File: src/hw/rtl/rrts_pkg.sv
// ============================================================================
// rrts_pkg: shared types and constants of the round-robin task switcher
// Holds the result kinds, the input op codes, the controller states, the
// command and status structs and the initial frame contents.
// ============================================================================
package rrts_pkg;

    localparam int SLOTS_DEF       = 8;
    localparam int STACK_BYTES_DEF = 4096;

    localparam int          FRAME_WORDS = 14;
    localparam int          FRAME_IDX_W = 4;
    localparam logic [31:0] FRAME_STEP  = 32'd4;

    localparam logic [FRAME_IDX_W-1:0] FIDX_FLAGS = FRAME_IDX_W'(0);
    localparam logic [FRAME_IDX_W-1:0] FIDX_CODE  = FRAME_IDX_W'(1);
    localparam logic [FRAME_IDX_W-1:0] FIDX_ENTRY = FRAME_IDX_W'(2);
    localparam logic [FRAME_IDX_W-1:0] FIDX_LAST  = FRAME_IDX_W'(FRAME_WORDS - 1);

    localparam logic [31:0] FRAME_FLAGS_WORD = 32'h0000_0202;
    localparam logic [31:0] FRAME_CODE_WORD  = 32'h0000_0008;
    localparam logic [31:0] FRAME_DATA_WORD  = 32'h0000_0010;

    localparam logic OP_SWITCH = 1'b0;
    localparam logic OP_SPAWN  = 1'b1;

    typedef enum logic [1:0] {
        KIND_RESUME  = 2'd0,
        KIND_WRITE   = 2'd1,
        KIND_REFUSED = 2'd2
    } kind_t;

    typedef enum logic [2:0] {
        ST_IDLE,
        ST_SW_WRITE,
        ST_SW_READ,
        ST_SW_RESUME,
        ST_REFUSE,
        ST_SPAWN_SETUP,
        ST_SPAWN_EMIT
    } state_t;

    typedef struct packed {
        logic                   capture;
        logic                   sw_write;
        logic                   ram_read;
        logic                   load_resume;
        logic                   load_refuse;
        logic                   setup;
        logic                   emit;
        logic                   commit;
        logic [FRAME_IDX_W-1:0] frame_idx;
    } cmd_t;

    typedef struct packed {
        logic out_free;
        logic table_full;
    } status_t;

    function automatic logic [31:0] frame_word(input logic [FRAME_IDX_W-1:0] idx,
                                               input logic [31:0] entry);
        logic [31:0] w;
        w = 32'd0;
        case (idx)
            FIDX_FLAGS: w = FRAME_FLAGS_WORD;
            FIDX_CODE:  w = FRAME_CODE_WORD;
            FIDX_ENTRY: w = entry;
            FIDX_LAST:  w = FRAME_DATA_WORD;
            default:    w = 32'd0;
        endcase
        return w;
    endfunction

endpackage

File: src/hw/rtl/round_robin_task_switcher_top.sv
// ============================================================================
// round_robin_task_switcher_top: round-robin context switch scheduler
// Keeps saved stack pointers for up to SLOTS tasks. A switch stores the
// interrupted pointer and returns the next task's pointer; a spawn emits the
// fourteen initial frame writes of a new task, or a refusal when full.
// ============================================================================
// One item is handled at a time. A switch writes and then reads the saved
// pointer RAM, whose read is registered, and loads its result once the
// output is free. After a setup step a spawn emits one transfer per cycle
// while the output is free, fourteen in all; a full table gives a refusal.
// The result register lets the block take a new item while the last result
// still waits. Slot zero holds the reset task and spawns fill from slot one,
// so the round-robin step wraps at the number of tasks taken.
module round_robin_task_switcher_top #(
    parameter int SLOTS       = rrts_pkg::SLOTS_DEF,
    parameter int STACK_BYTES = rrts_pkg::STACK_BYTES_DEF
) (
    input  logic        aclk,
    input  logic        aresetn,
    input  logic        cfg_we,
    input  logic [31:0] cfg_wdata,
    input  logic        s_tvalid,
    output logic        s_tready,
    input  logic [63:0] s_tdata,   // sp_value [31:0], entry_addr [63:32]
    input  logic        s_tuser,   // op
    output logic        m_tvalid,
    input  logic        m_tready,
    output logic [63:0] m_tdata,   // value [31:0], write_data [63:32]
    output logic [1:0]  m_tuser,   // kind
    output logic        m_tlast
);
    import rrts_pkg::*;

    cmd_t    cmd;
    status_t st;

    rrts_ctrl u_ctrl (
        .aclk    (aclk),
        .aresetn (aresetn),
        .in_valid(s_tvalid),
        .in_op   (s_tuser),
        .in_ready(s_tready),
        .st      (st),
        .cmd     (cmd)
    );

    rrts_datapath #(
        .SLOTS      (SLOTS),
        .STACK_BYTES(STACK_BYTES)
    ) u_datapath (
        .aclk          (aclk),
        .aresetn       (aresetn),
        .cfg_we        (cfg_we),
        .cfg_wdata     (cfg_wdata),
        .in_sp_value   (s_tdata[31:0]),
        .in_entry_addr (s_tdata[63:32]),
        .cmd           (cmd),
        .st            (st),
        .out_valid     (m_tvalid),
        .out_ready     (m_tready),
        .out_kind      (m_tuser),
        .out_value     (m_tdata[31:0]),
        .out_write_data(m_tdata[63:32]),
        .out_last      (m_tlast)
    );

endmodule

File: src/hw/rtl/rrts_ram.sv
// ============================================================================
// rrts_ram: generic single-write, single-read RAM
// One write port and one read port with a registered read that holds its
// data until the next read.
// ============================================================================
module rrts_ram #(
    parameter int WIDTH = 32,
    parameter int DEPTH = 8
) (
    input  logic                     aclk,
    input  logic                     we,
    input  logic [$clog2(DEPTH)-1:0] waddr,
    input  logic [WIDTH-1:0]         wdata,
    input  logic                     re,
    input  logic [$clog2(DEPTH)-1:0] raddr,
    output logic [WIDTH-1:0]         rdata
);

    logic [WIDTH-1:0] mem [DEPTH];
    logic [WIDTH-1:0] rdata_reg;

    always_ff @(posedge aclk) begin
        if (we) begin
            mem[waddr] <= wdata;
        end
        if (re) begin
            rdata_reg <= mem[raddr];
        end
    end

    assign rdata = rdata_reg;

endmodule

File: src/hw/rtl/rrts_ctrl.sv
// ============================================================================
// rrts_ctrl: controller of the round-robin task switcher
// Sequences switch and spawn operations and counts the frame words of a
// spawn, issuing commands to the datapath.
// ============================================================================
module rrts_ctrl (
    input  logic             aclk,
    input  logic             aresetn,
    input  logic             in_valid,
    input  logic             in_op,
    output logic             in_ready,
    input  rrts_pkg::status_t st,
    output rrts_pkg::cmd_t   cmd
);
    import rrts_pkg::*;

    state_t                 state_reg, state_next;
    logic [FRAME_IDX_W-1:0] idx_reg, idx_next;

    always_ff @(posedge aclk) begin
        if (!aresetn) begin
            state_reg <= ST_IDLE;
            idx_reg   <= '0;
        end else begin
            state_reg <= state_next;
            idx_reg   <= idx_next;
        end
    end

    always_comb begin
        state_next = state_reg;
        idx_next   = idx_reg;
        case (state_reg)
            ST_IDLE: begin
                if (in_valid) begin
                    if (in_op == OP_SWITCH) begin
                        state_next = ST_SW_WRITE;
                    end else if (st.table_full) begin
                        state_next = ST_REFUSE;
                    end else begin
                        state_next = ST_SPAWN_SETUP;
                    end
                end
            end
            ST_SW_WRITE: state_next = ST_SW_READ;
            ST_SW_READ:  state_next = ST_SW_RESUME;
            ST_SW_RESUME: begin
                if (st.out_free) begin
                    state_next = ST_IDLE;
                end
            end
            ST_REFUSE: begin
                if (st.out_free) begin
                    state_next = ST_IDLE;
                end
            end
            ST_SPAWN_SETUP: begin
                idx_next   = '0;
                state_next = ST_SPAWN_EMIT;
            end
            ST_SPAWN_EMIT: begin
                if (st.out_free) begin
                    idx_next = idx_reg + FRAME_IDX_W'(1);
                    if (idx_reg == FIDX_LAST) begin
                        state_next = ST_IDLE;
                    end
                end
            end
            default: state_next = ST_IDLE;
        endcase
    end

    always_comb begin
        cmd           = '0;
        cmd.frame_idx = idx_reg;
        in_ready      = 1'b0;
        case (state_reg)
            ST_IDLE: begin
                in_ready    = 1'b1;
                cmd.capture = in_valid;
            end
            ST_SW_WRITE:    cmd.sw_write    = 1'b1;
            ST_SW_READ:     cmd.ram_read    = 1'b1;
            ST_SW_RESUME:   cmd.load_resume = st.out_free;
            ST_REFUSE:      cmd.load_refuse = st.out_free;
            ST_SPAWN_SETUP: cmd.setup       = 1'b1;
            ST_SPAWN_EMIT: begin
                cmd.emit   = st.out_free;
                cmd.commit = st.out_free && (idx_reg == FIDX_LAST);
            end
            default: cmd = '0;
        endcase
    end

endmodule

File: src/hw/rtl/rrts_datapath.sv
// ============================================================================
// rrts_datapath: datapath of the round-robin task switcher
// Holds the slot counters, the stack base, the saved pointer RAM, the frame
// address register and the result register.
// ============================================================================
module rrts_datapath #(
    parameter int SLOTS       = rrts_pkg::SLOTS_DEF,
    parameter int STACK_BYTES = rrts_pkg::STACK_BYTES_DEF
) (
    input  logic              aclk,
    input  logic              aresetn,
    input  logic              cfg_we,
    input  logic [31:0]       cfg_wdata,
    input  logic [31:0]       in_sp_value,
    input  logic [31:0]       in_entry_addr,
    input  rrts_pkg::cmd_t    cmd,
    output rrts_pkg::status_t st,
    output logic              out_valid,
    input  logic              out_ready,
    output logic [1:0]        out_kind,
    output logic [31:0]       out_value,
    output logic [31:0]       out_write_data,
    output logic              out_last
);
    import rrts_pkg::*;

    localparam int          SW      = $clog2(SLOTS);
    localparam int          CW      = $clog2(SLOTS + 1);
    localparam int          CW1     = CW + 1;
    localparam logic [31:0] STACK_W = 32'(STACK_BYTES);

    logic [31:0]   base_reg;
    logic [31:0]   sp_reg;
    logic [31:0]   entry_reg;
    logic [31:0]   addr_reg;
    logic [SW-1:0] cur_reg, cur_next;
    logic [CW-1:0] taken_reg;
    logic [CW1-1:0] cur_inc;

    logic          out_valid_reg;
    kind_t         out_kind_reg;
    logic [31:0]   out_value_reg;
    logic [31:0]   out_wdata_reg;
    logic          out_last_reg;

    logic          ram_we;
    logic [SW-1:0] ram_waddr;
    logic [31:0]   ram_wdata;
    logic [31:0]   ram_rdata;
    logic [31:0]   top_offset;
    logic [31:0]   frame_addr;

    assign cur_inc    = CW1'(cur_reg) + CW1'(1);
    assign cur_next   = (cur_inc >= CW1'(taken_reg)) ? '0 : cur_inc[SW-1:0];
    assign top_offset = (32'(taken_reg) + 32'd1) * STACK_W;
    assign frame_addr = addr_reg - FRAME_STEP;

    assign st.out_free   = !out_valid_reg || out_ready;
    assign st.table_full = taken_reg >= CW'(SLOTS);

    assign ram_we    = cmd.sw_write || cmd.commit;
    assign ram_waddr = cmd.commit ? taken_reg[SW-1:0] : cur_reg;
    assign ram_wdata = cmd.commit ? frame_addr : sp_reg;

    rrts_ram #(
        .WIDTH(32),
        .DEPTH(SLOTS)
    ) u_saved_ptr (
        .aclk (aclk),
        .we   (ram_we),
        .waddr(ram_waddr),
        .wdata(ram_wdata),
        .re   (cmd.ram_read),
        .raddr(cur_reg),
        .rdata(ram_rdata)
    );

    always_ff @(posedge aclk) begin
        if (!aresetn) begin
            base_reg      <= '0;
            cur_reg       <= '0;
            taken_reg     <= CW'(1);
            out_valid_reg <= 1'b0;
        end else begin
            if (cfg_we) begin
                base_reg <= cfg_wdata;
            end
            if (cmd.sw_write) begin
                cur_reg <= cur_next;
            end
            if (cmd.commit) begin
                taken_reg <= taken_reg + CW'(1);
            end
            if (cmd.load_resume || cmd.load_refuse || cmd.emit) begin
                out_valid_reg <= 1'b1;
            end else if (out_ready) begin
                out_valid_reg <= 1'b0;
            end
        end
    end

    always_ff @(posedge aclk) begin
        if (cmd.capture) begin
            sp_reg    <= in_sp_value;
            entry_reg <= in_entry_addr;
        end
        if (cmd.setup) begin
            addr_reg <= base_reg + top_offset;
        end else if (cmd.emit) begin
            addr_reg <= frame_addr;
        end
        if (cmd.load_resume) begin
            out_kind_reg  <= KIND_RESUME;
            out_value_reg <= ram_rdata;
            out_wdata_reg <= '0;
            out_last_reg  <= 1'b1;
        end else if (cmd.load_refuse) begin
            out_kind_reg  <= KIND_REFUSED;
            out_value_reg <= '0;
            out_wdata_reg <= '0;
            out_last_reg  <= 1'b1;
        end else if (cmd.emit) begin
            out_kind_reg  <= KIND_WRITE;
            out_value_reg <= frame_addr;
            out_wdata_reg <= frame_word(cmd.frame_idx, entry_reg);
            out_last_reg  <= (cmd.frame_idx == FIDX_LAST);
        end
    end

    assign out_valid      = out_valid_reg;
    assign out_kind       = out_kind_reg;
    assign out_value      = out_value_reg;
    assign out_write_data = out_wdata_reg;
    assign out_last       = out_last_reg;

endmodule

File: config.mk
export PLATFORM = sky130hd
export DESIGN_NAME = round_robin_task_switcher_top
export DESIGN_NICKNAME = d
export VERILOG_FILES = /design/src/hw/rtl/rrts_pkg.sv /design/src/hw/rtl/round_robin_task_switcher_top.sv /design/src/hw/rtl/rrts_ram.sv /design/src/hw/rtl/rrts_ctrl.sv /design/src/hw/rtl/rrts_datapath.sv
export SDC_FILE = /design/constraint.sdc
export NUM_CORES = 1
export LEC_CHECK = 0
export ABC_CLOCK_PERIOD_IN_PS = 5200
export BUFFER_PORTS_ARGS = -buffer_cell sky130_fd_sc_hd__buf_4
export CAP_MARGIN = 20
export CORE_MARGIN = 2
export CORE_UTILIZATION = 55
export DETAILED_ROUTE_END_ITERATION = 8
export PLACE_DENSITY_LB_ADDON = 0.12
export RECOVER_POWER = 25
export REMOVE_ABC_BUFFERS = 1
export SLEW_MARGIN = 20
export SYNTH_ARGS = -nofsm -noshare
export SYNTH_HDL_FRONTEND = slang
export SYNTH_SLANG_ARGS = --single-unit
File: constraint.sdc
create_clock -name aclk -period 5.2 [get_ports aclk]
set_clock_uncertainty 0.1 [all_clocks]
set_input_delay 0 -clock aclk [delete_from_list [all_inputs] [get_ports aclk]]
set_output_delay 0 -clock aclk [all_outputs]
set_load 0.02 [all_outputs]
[After elaboration in Yosys (flattened, before gate mapping)]
Memories as Yosys holds them, arrays and structs flattened. A register that Yosys moved wholly into a read port is not among the register bits.
Index checks and enable logic that the tools add are counted.
Word-level totals
  register bits after elaboration: 210
  memory bits (writable): 256
  bits of input ports: 102
  logic and storage cells: 87
  memories kept: 1
Memories
  u_datapath.u_saved_ptr.mem: words 8, bits a word 32, rd ports 1, clocked after Yosys merged registers in 1, write ports 1, RTL line rrts_ram.sv:19  | logic [WIDTH-1:0] mem [DEPTH];
Cells by class
  add/sub/neg operators: 6
  order comparisons: 2
  eq/ne operators: 14
  mux-type cells: 32
  reductions and logical operators: 18
Operator list (number)
  $mux 32: 5
  $pmux 32 s4: 1
  $add 32x32->32: 1
  $sub 32x3->32 const B: 1
  $mux 3: 7
  $pmux 3 s6: 1
  $mux 1: 12
  $eq 3x3->1 const B: 3
  $add 4x1->4 const B: 2
  $eq 4x4->1 const B: 2
  $mux 4: 2
  $pmux 4 s2: 1
  $reduce_bool 2->1: 4
  $reduce_or 7->1: 1
  $eq 3x2->1 const B: 2
  $mux 2: 3
  $ne 2x1->1 const B: 3
  $add 4x1->5 const B: 1
  $ge 5x4->1: 1
  $add 3x1->4 const B: 1
  $eq 4x1->1 const B: 1
  $eq 4x2->1 const B: 1
  $ge 4x4->1 const B: 1
  $logic_not 4->1: 1
  other kinds (10): 14

[Longest topological paths before layout]
  word-level depth: 7
  depth in mapped cells: 10
  depth with buffers taken out: 9

[Cells and area by module]
From an unflattened synthesis, not the netlist that was laid out.
Unflattened totals
  cells, all modules: 1202
  area, all modules: 20064.2 µm²
Modules (own cells, without submodules)
  rrts_ram: instances 1, cells each 415, area each 10786.6 µm²
  rrts_datapath: instances 1, cells each 718, area each 8755.9 µm²
  rrts_ctrl: instances 1, cells each 69, area each 521.8 µm²

[Worst setup path before layout]
Ideal clock, no wire load.
  kind: flip-flop to flip-flop
  start: reg u_ctrl.state_reg[1]
  end: reg u_datapath.u_saved_ptr.rdata_reg[0] (netlist: u_datapath.u_saved_ptr.rdata[0]) (read register of u_datapath.u_saved_ptr.mem) (enable)
  library setup time: 468 ps
  data arrival time: 3246 ps
  slack: 1386 ps
  cell stages (with the launch flop): 4
  path through: dfxtp_1 -> clkbuf_1 -> buf_1 -> nor3b_1
On the way
  longest elaborated chain between the ends: 2
RTL lines
  start, declared: RTL line rrts_ctrl.sv:17  | state_t state_reg, state_next;
  start signal, assigned: RTL line rrts_ctrl.sv:25  | state_reg <= state_next;
  $eq 3x2->1: RTL line rrts_ctrl.sv:77  | case (state_reg)
  $mux 1: RTL line rrts_ctrl.sv:77
  end, declared: RTL line rrts_ram.sv:20  | logic [WIDTH-1:0] rdata_reg;
Every way passes these cells.
A chain may end at the register's enable or synchronous reset.

[Final worst setup path]
  start: reg u_datapath.cur_reg[2]
  end: mem u_datapath.u_saved_ptr.mem[0][21] (enable)
On the way
  longest elaborated chain between the ends: 1
RTL lines
  start, declared: RTL line rrts_datapath.sv:36  | logic [SW-1:0] cur_reg, cur_next;
  start signal, assigned: RTL line rrts_datapath.sv:89  | cur_reg <= cur_next;
  $mux 3: RTL line rrts_datapath.sv:62  | assign ram_waddr = cmd.commit ? taken_reg[SW-1:0] : cur_reg;
  end, declared: RTL line rrts_ram.sv:19
Every way passes these cells.

==> flow_summary_export.csv <==
group,metric,value,unit
clock_tree,cts_buffers,49,
yosys,syn-cell-area,19800,µm²
flow_run,drv_cap,5,
sta,hold_viol,0,
global_routing,grt.met1_usage,0.355,
setup_path,crit_chain,"clkbuf_1 > clkinv_1 > buf_4 > a31oi_1 > nor2_2 > buf_4",
setup_path,critPathArrivalTime,4.43,ns
global_routing,grt_max_degree,65,
sta,slew_viol_final,223,
setup_path,endpoint_kind,"flip-flop",
yosys,synth_seq_cells,498,
yosys,synth-adder-area-share,0.0105,
setup_path,cpPeakStageDelay,1.86,ns
global_routing,grt-ovfl-total,0,
clock_tree,clock_latency,0.58,ns
sta,max-slew-margin-rel,-1.21,
clock_tree,cts.clk_slew.worst_paths,0.06,ns
detailed_routing,drc,0,
layout,seq_area,14100,µm²
yosys,synth.distinct_cells,50,
place,placed_cells,1917,
sta,hold_slack,0.0563,ns
outcome,violations,"capacitance limit, slew limit",
setup_path,critical_path_class,"flip-flop to flip-flop",
yosys,synth_mux_area_frac,0.0941,
yosys,synth_compound_area_frac,0.0510,
global_routing,met3_usage,0.0376,
setup_path,required,5.35,ns
hold_path,hold_end,"u_datapath.sp_reg[29]",
hold_path,hp-class,"primary input to flip-flop",
clock_tree,post_cts_buffers,0,
sta,rsz0062_at_grt,"false",
setup_path,cp_common_cell,"buf_4",
yosys,synthTopCellsByCount,"edfxtp_1 (416), nand2_1 (200), dfxtp_1 (82), nor2_1 (82), o21ai_0 (74)",
yosys,synth_area_per_cell,14.8,µm²
die,ios,171,
global_routing,grt.total_usage,0.258,
die,start_util,0.558,
sta,finalSetupViolCount,0,
yosys,yosys-top-cells-area,"edfxtp_1 (63%), dfxtp_1 (8.3%), mux4_2 (7.3%)",
yosys,yosysWarnings,0,
die,fp.dieH,194,µm
hold_path,holdPathStages,2,
outcome,status,"finished, violations left",
layout,largest_reg_flops,256,
global_routing,grt_busiest_layer,"met2",
setup_path,path_max_fanout,39,
hold_path,min_from,"s_tdata[29]",
layout,drive_gt1_frac,0.157,
global_routing,grtUsageMet2,0.431,
yosys,synth_cells,1334,
clock_tree,cts.path.max_buffers,3,
sta,period_share,0.822,
detailed_routing,via_count,12415,
place,hpwl,26800,µm
place,io_buffer_count,170,
layout,regMostFlops,"u_datapath.u_saved_ptr.mem",
sta,clock.fmax,234,MHz
pwr,power_density,354,nW/µm²
yosys,yosysMostFrequentCell,"edfxtp_1",
detailed_routing,postRouteAntennaNets,0,
global_routing,grt_pass1_vias,12607,
yosys,yosysSeqAreaShare,0.714,
pwr,vdd_drop_max,0.000366,V
yosys,synth_top_family_by_area,"multiplexers",
detailed_routing,firstDrtPassIters,5,
pwr,power.total,8.67,mW
yosys,ys_async_sr_fraction,0,
sta,tns,0,ns
global_routing,grt_pass1_wl,73300,µm
yosys,synth_xor_xnor_area_share,0.0208,
layout,fin_util,0.690,
global_routing,grt_antenna_before_repair,0,
yosys,synthSimpleGateAreaFrac,0.0932,
layout,multi_input_area,5370,µm²
setup_path,r2r_start,"u_datapath.cur_reg[2]",
yosys,yosysTopAreaCellShare,0.631,
detailed_routing,wl_per_cell,22.2,µm
yosys,yosysTopAreaCell,"edfxtp_1",
yosys,ys.flop_type,"edfxtp_1",
clock_tree,clockRootBuffer,"clkbuf_16",
layout,nets,1784,
layout,nFillCells,2490,
layout,layout.cells.non_filler,2168,
detailed_routing,drt-initial-drc-count,993,
clock_tree,cts_tree,"done",
setup_path,r2r_end,"u_datapath.u_saved_ptr.mem[0][21]",
setup_path,path_buf_inv,4,
die,dieArea,37500,µm²
detailed_routing,wirelength,48000,µm
setup_path,rrSetupSlack,0.92,ns
setup_path,rr_worst_depth,6,
yosys,synth-edff-count,416,
layout,area_growth,23.7,%
setup_path,cp_top_family,"buffers and inverters",
pwr,p_leak,8.50,nW
die,core_area,35500,µm²
die,die_w,194,µm
setup_path,cp_slowest_cell,"clkbuf_1",
clock_tree,htreeDepth,2,
sta,worst_slew_pin_slew,3.31,ns
setup_path,startpoint_type,"flip-flop",
sta,post-route-min-period,4.28,ns
place,gp_congestion,0.800,
detailed_routing,vias_per_cell,5.73,
die,num_rows,69,
clock_tree,cts.sinks,498,
area by class of cell:
cell class / count / area share
clock buffers: 78 / 0.0578
clock inverters: 13 / 0.00675
flip-flops and latches: 498 / 0.578
inverters: 16 / 0.00245
multi-input cells: 751 / 0.219
well taps: 461 / 0.0236
diodes: 1 / 0.000102
repair buffers: 350 / 0.112
logic make-up (layout without fill, tap and decap cells):
group | Yosys count | in the layout
DFF | 498 | 498
buffers and inverters | 85 | 457
and+or+nand+nor | 409 | 409
adders and majority gates | 16 | 16
muxes | 106 | 106
AOI/OAI and AO/OA | 173 | 173
xor gates and xnor gates | 47 | 47
other | 0 | 1
stage by stage:
step                area, µm²  worst slack [ns]
global route            24500             0.800
finish                  24500             0.924
CTS                     24800              1.68
global placement        21600              1.83
floorplan               19500           -0.0849
detailed placement      21600              1.69
how the worst max path moves through the flow:
stage | start | endpoint | slack (ns) | cells past startpoint
6_report | u_datapath.cur_reg[2] | u_datapath.u_saved_ptr.mem[0][21] | 0.92 | 6
4_1_cts | u_datapath.addr_reg[2] | u_datapath.u_saved_ptr.mem[7][27] | 1.68 | 6
3_5_place_dp | u_datapath.addr_reg[2] | u_datapath.u_saved_ptr.mem[0][27] | 1.69 | 6
2_1_floorplan | u_datapath.cur_reg[0] | u_datapath.u_saved_ptr.mem[1][0] | -0.08 | 2
3_3_place_gp | u_ctrl.state_reg[2] | u_datapath.u_saved_ptr.mem[3][27] | 1.83 | 7
5_1_grt | u_ctrl.state_reg[0] | u_datapath.addr_reg[6] | 0.80 | 5
power by group:
group | internal [mW] | switching (mW)
clock network | 2.06 | 1.45
registers | 4.51 | 0.0738
logic | 0.239 | 0.333
layout by cell type (no fill, tap or decap), types with 8 or more instances in the layout:
cell | netlist | layout
and2_1 | 8 | 8
mux4_2 | 64 | 64
xor2_1 | 14 | 14
nand2_1 | 200 | 200
clkbuf_16 | 0 | 49
dlygate4sd3_1 | 0 | 159
a21oi_1 | 39 | 39
nor2b_1 | 38 | 38
buf_4 | 0 | 54
nor2_2 | 0 | 8
nor3_1 | 26 | 25
clkbuf_1 | 50 | 95
clkbuf_4 | 0 | 63
mux2i_1 | 42 | 42
clkinv_1 | 2 | 8
inv_1 | 14 | 14
ha_1 | 15 | 15
xnor2_1 | 33 | 33
dfxtp_1 | 82 | 79
nand3_1 | 15 | 15
clkbuf_8 | 0 | 8
a22oi_1 | 31 | 31
o21ai_0 | 74 | 74
nor2_1 | 82 | 71
edfxtp_1 | 416 | 416
layer usage:
layer	share of wire	wire, µm
met1	0.42	20000
met2	0.50	23800
met3	0.065	3110
met4	0.022	1060
met5	0	0
what timing repair did:
item	in CTS	in global routing
gates resized for setup	0	0
hold buffers	159	0
hold endpoints to repair	114	0
No activity file was read; power rests on OpenSTA's default activity.
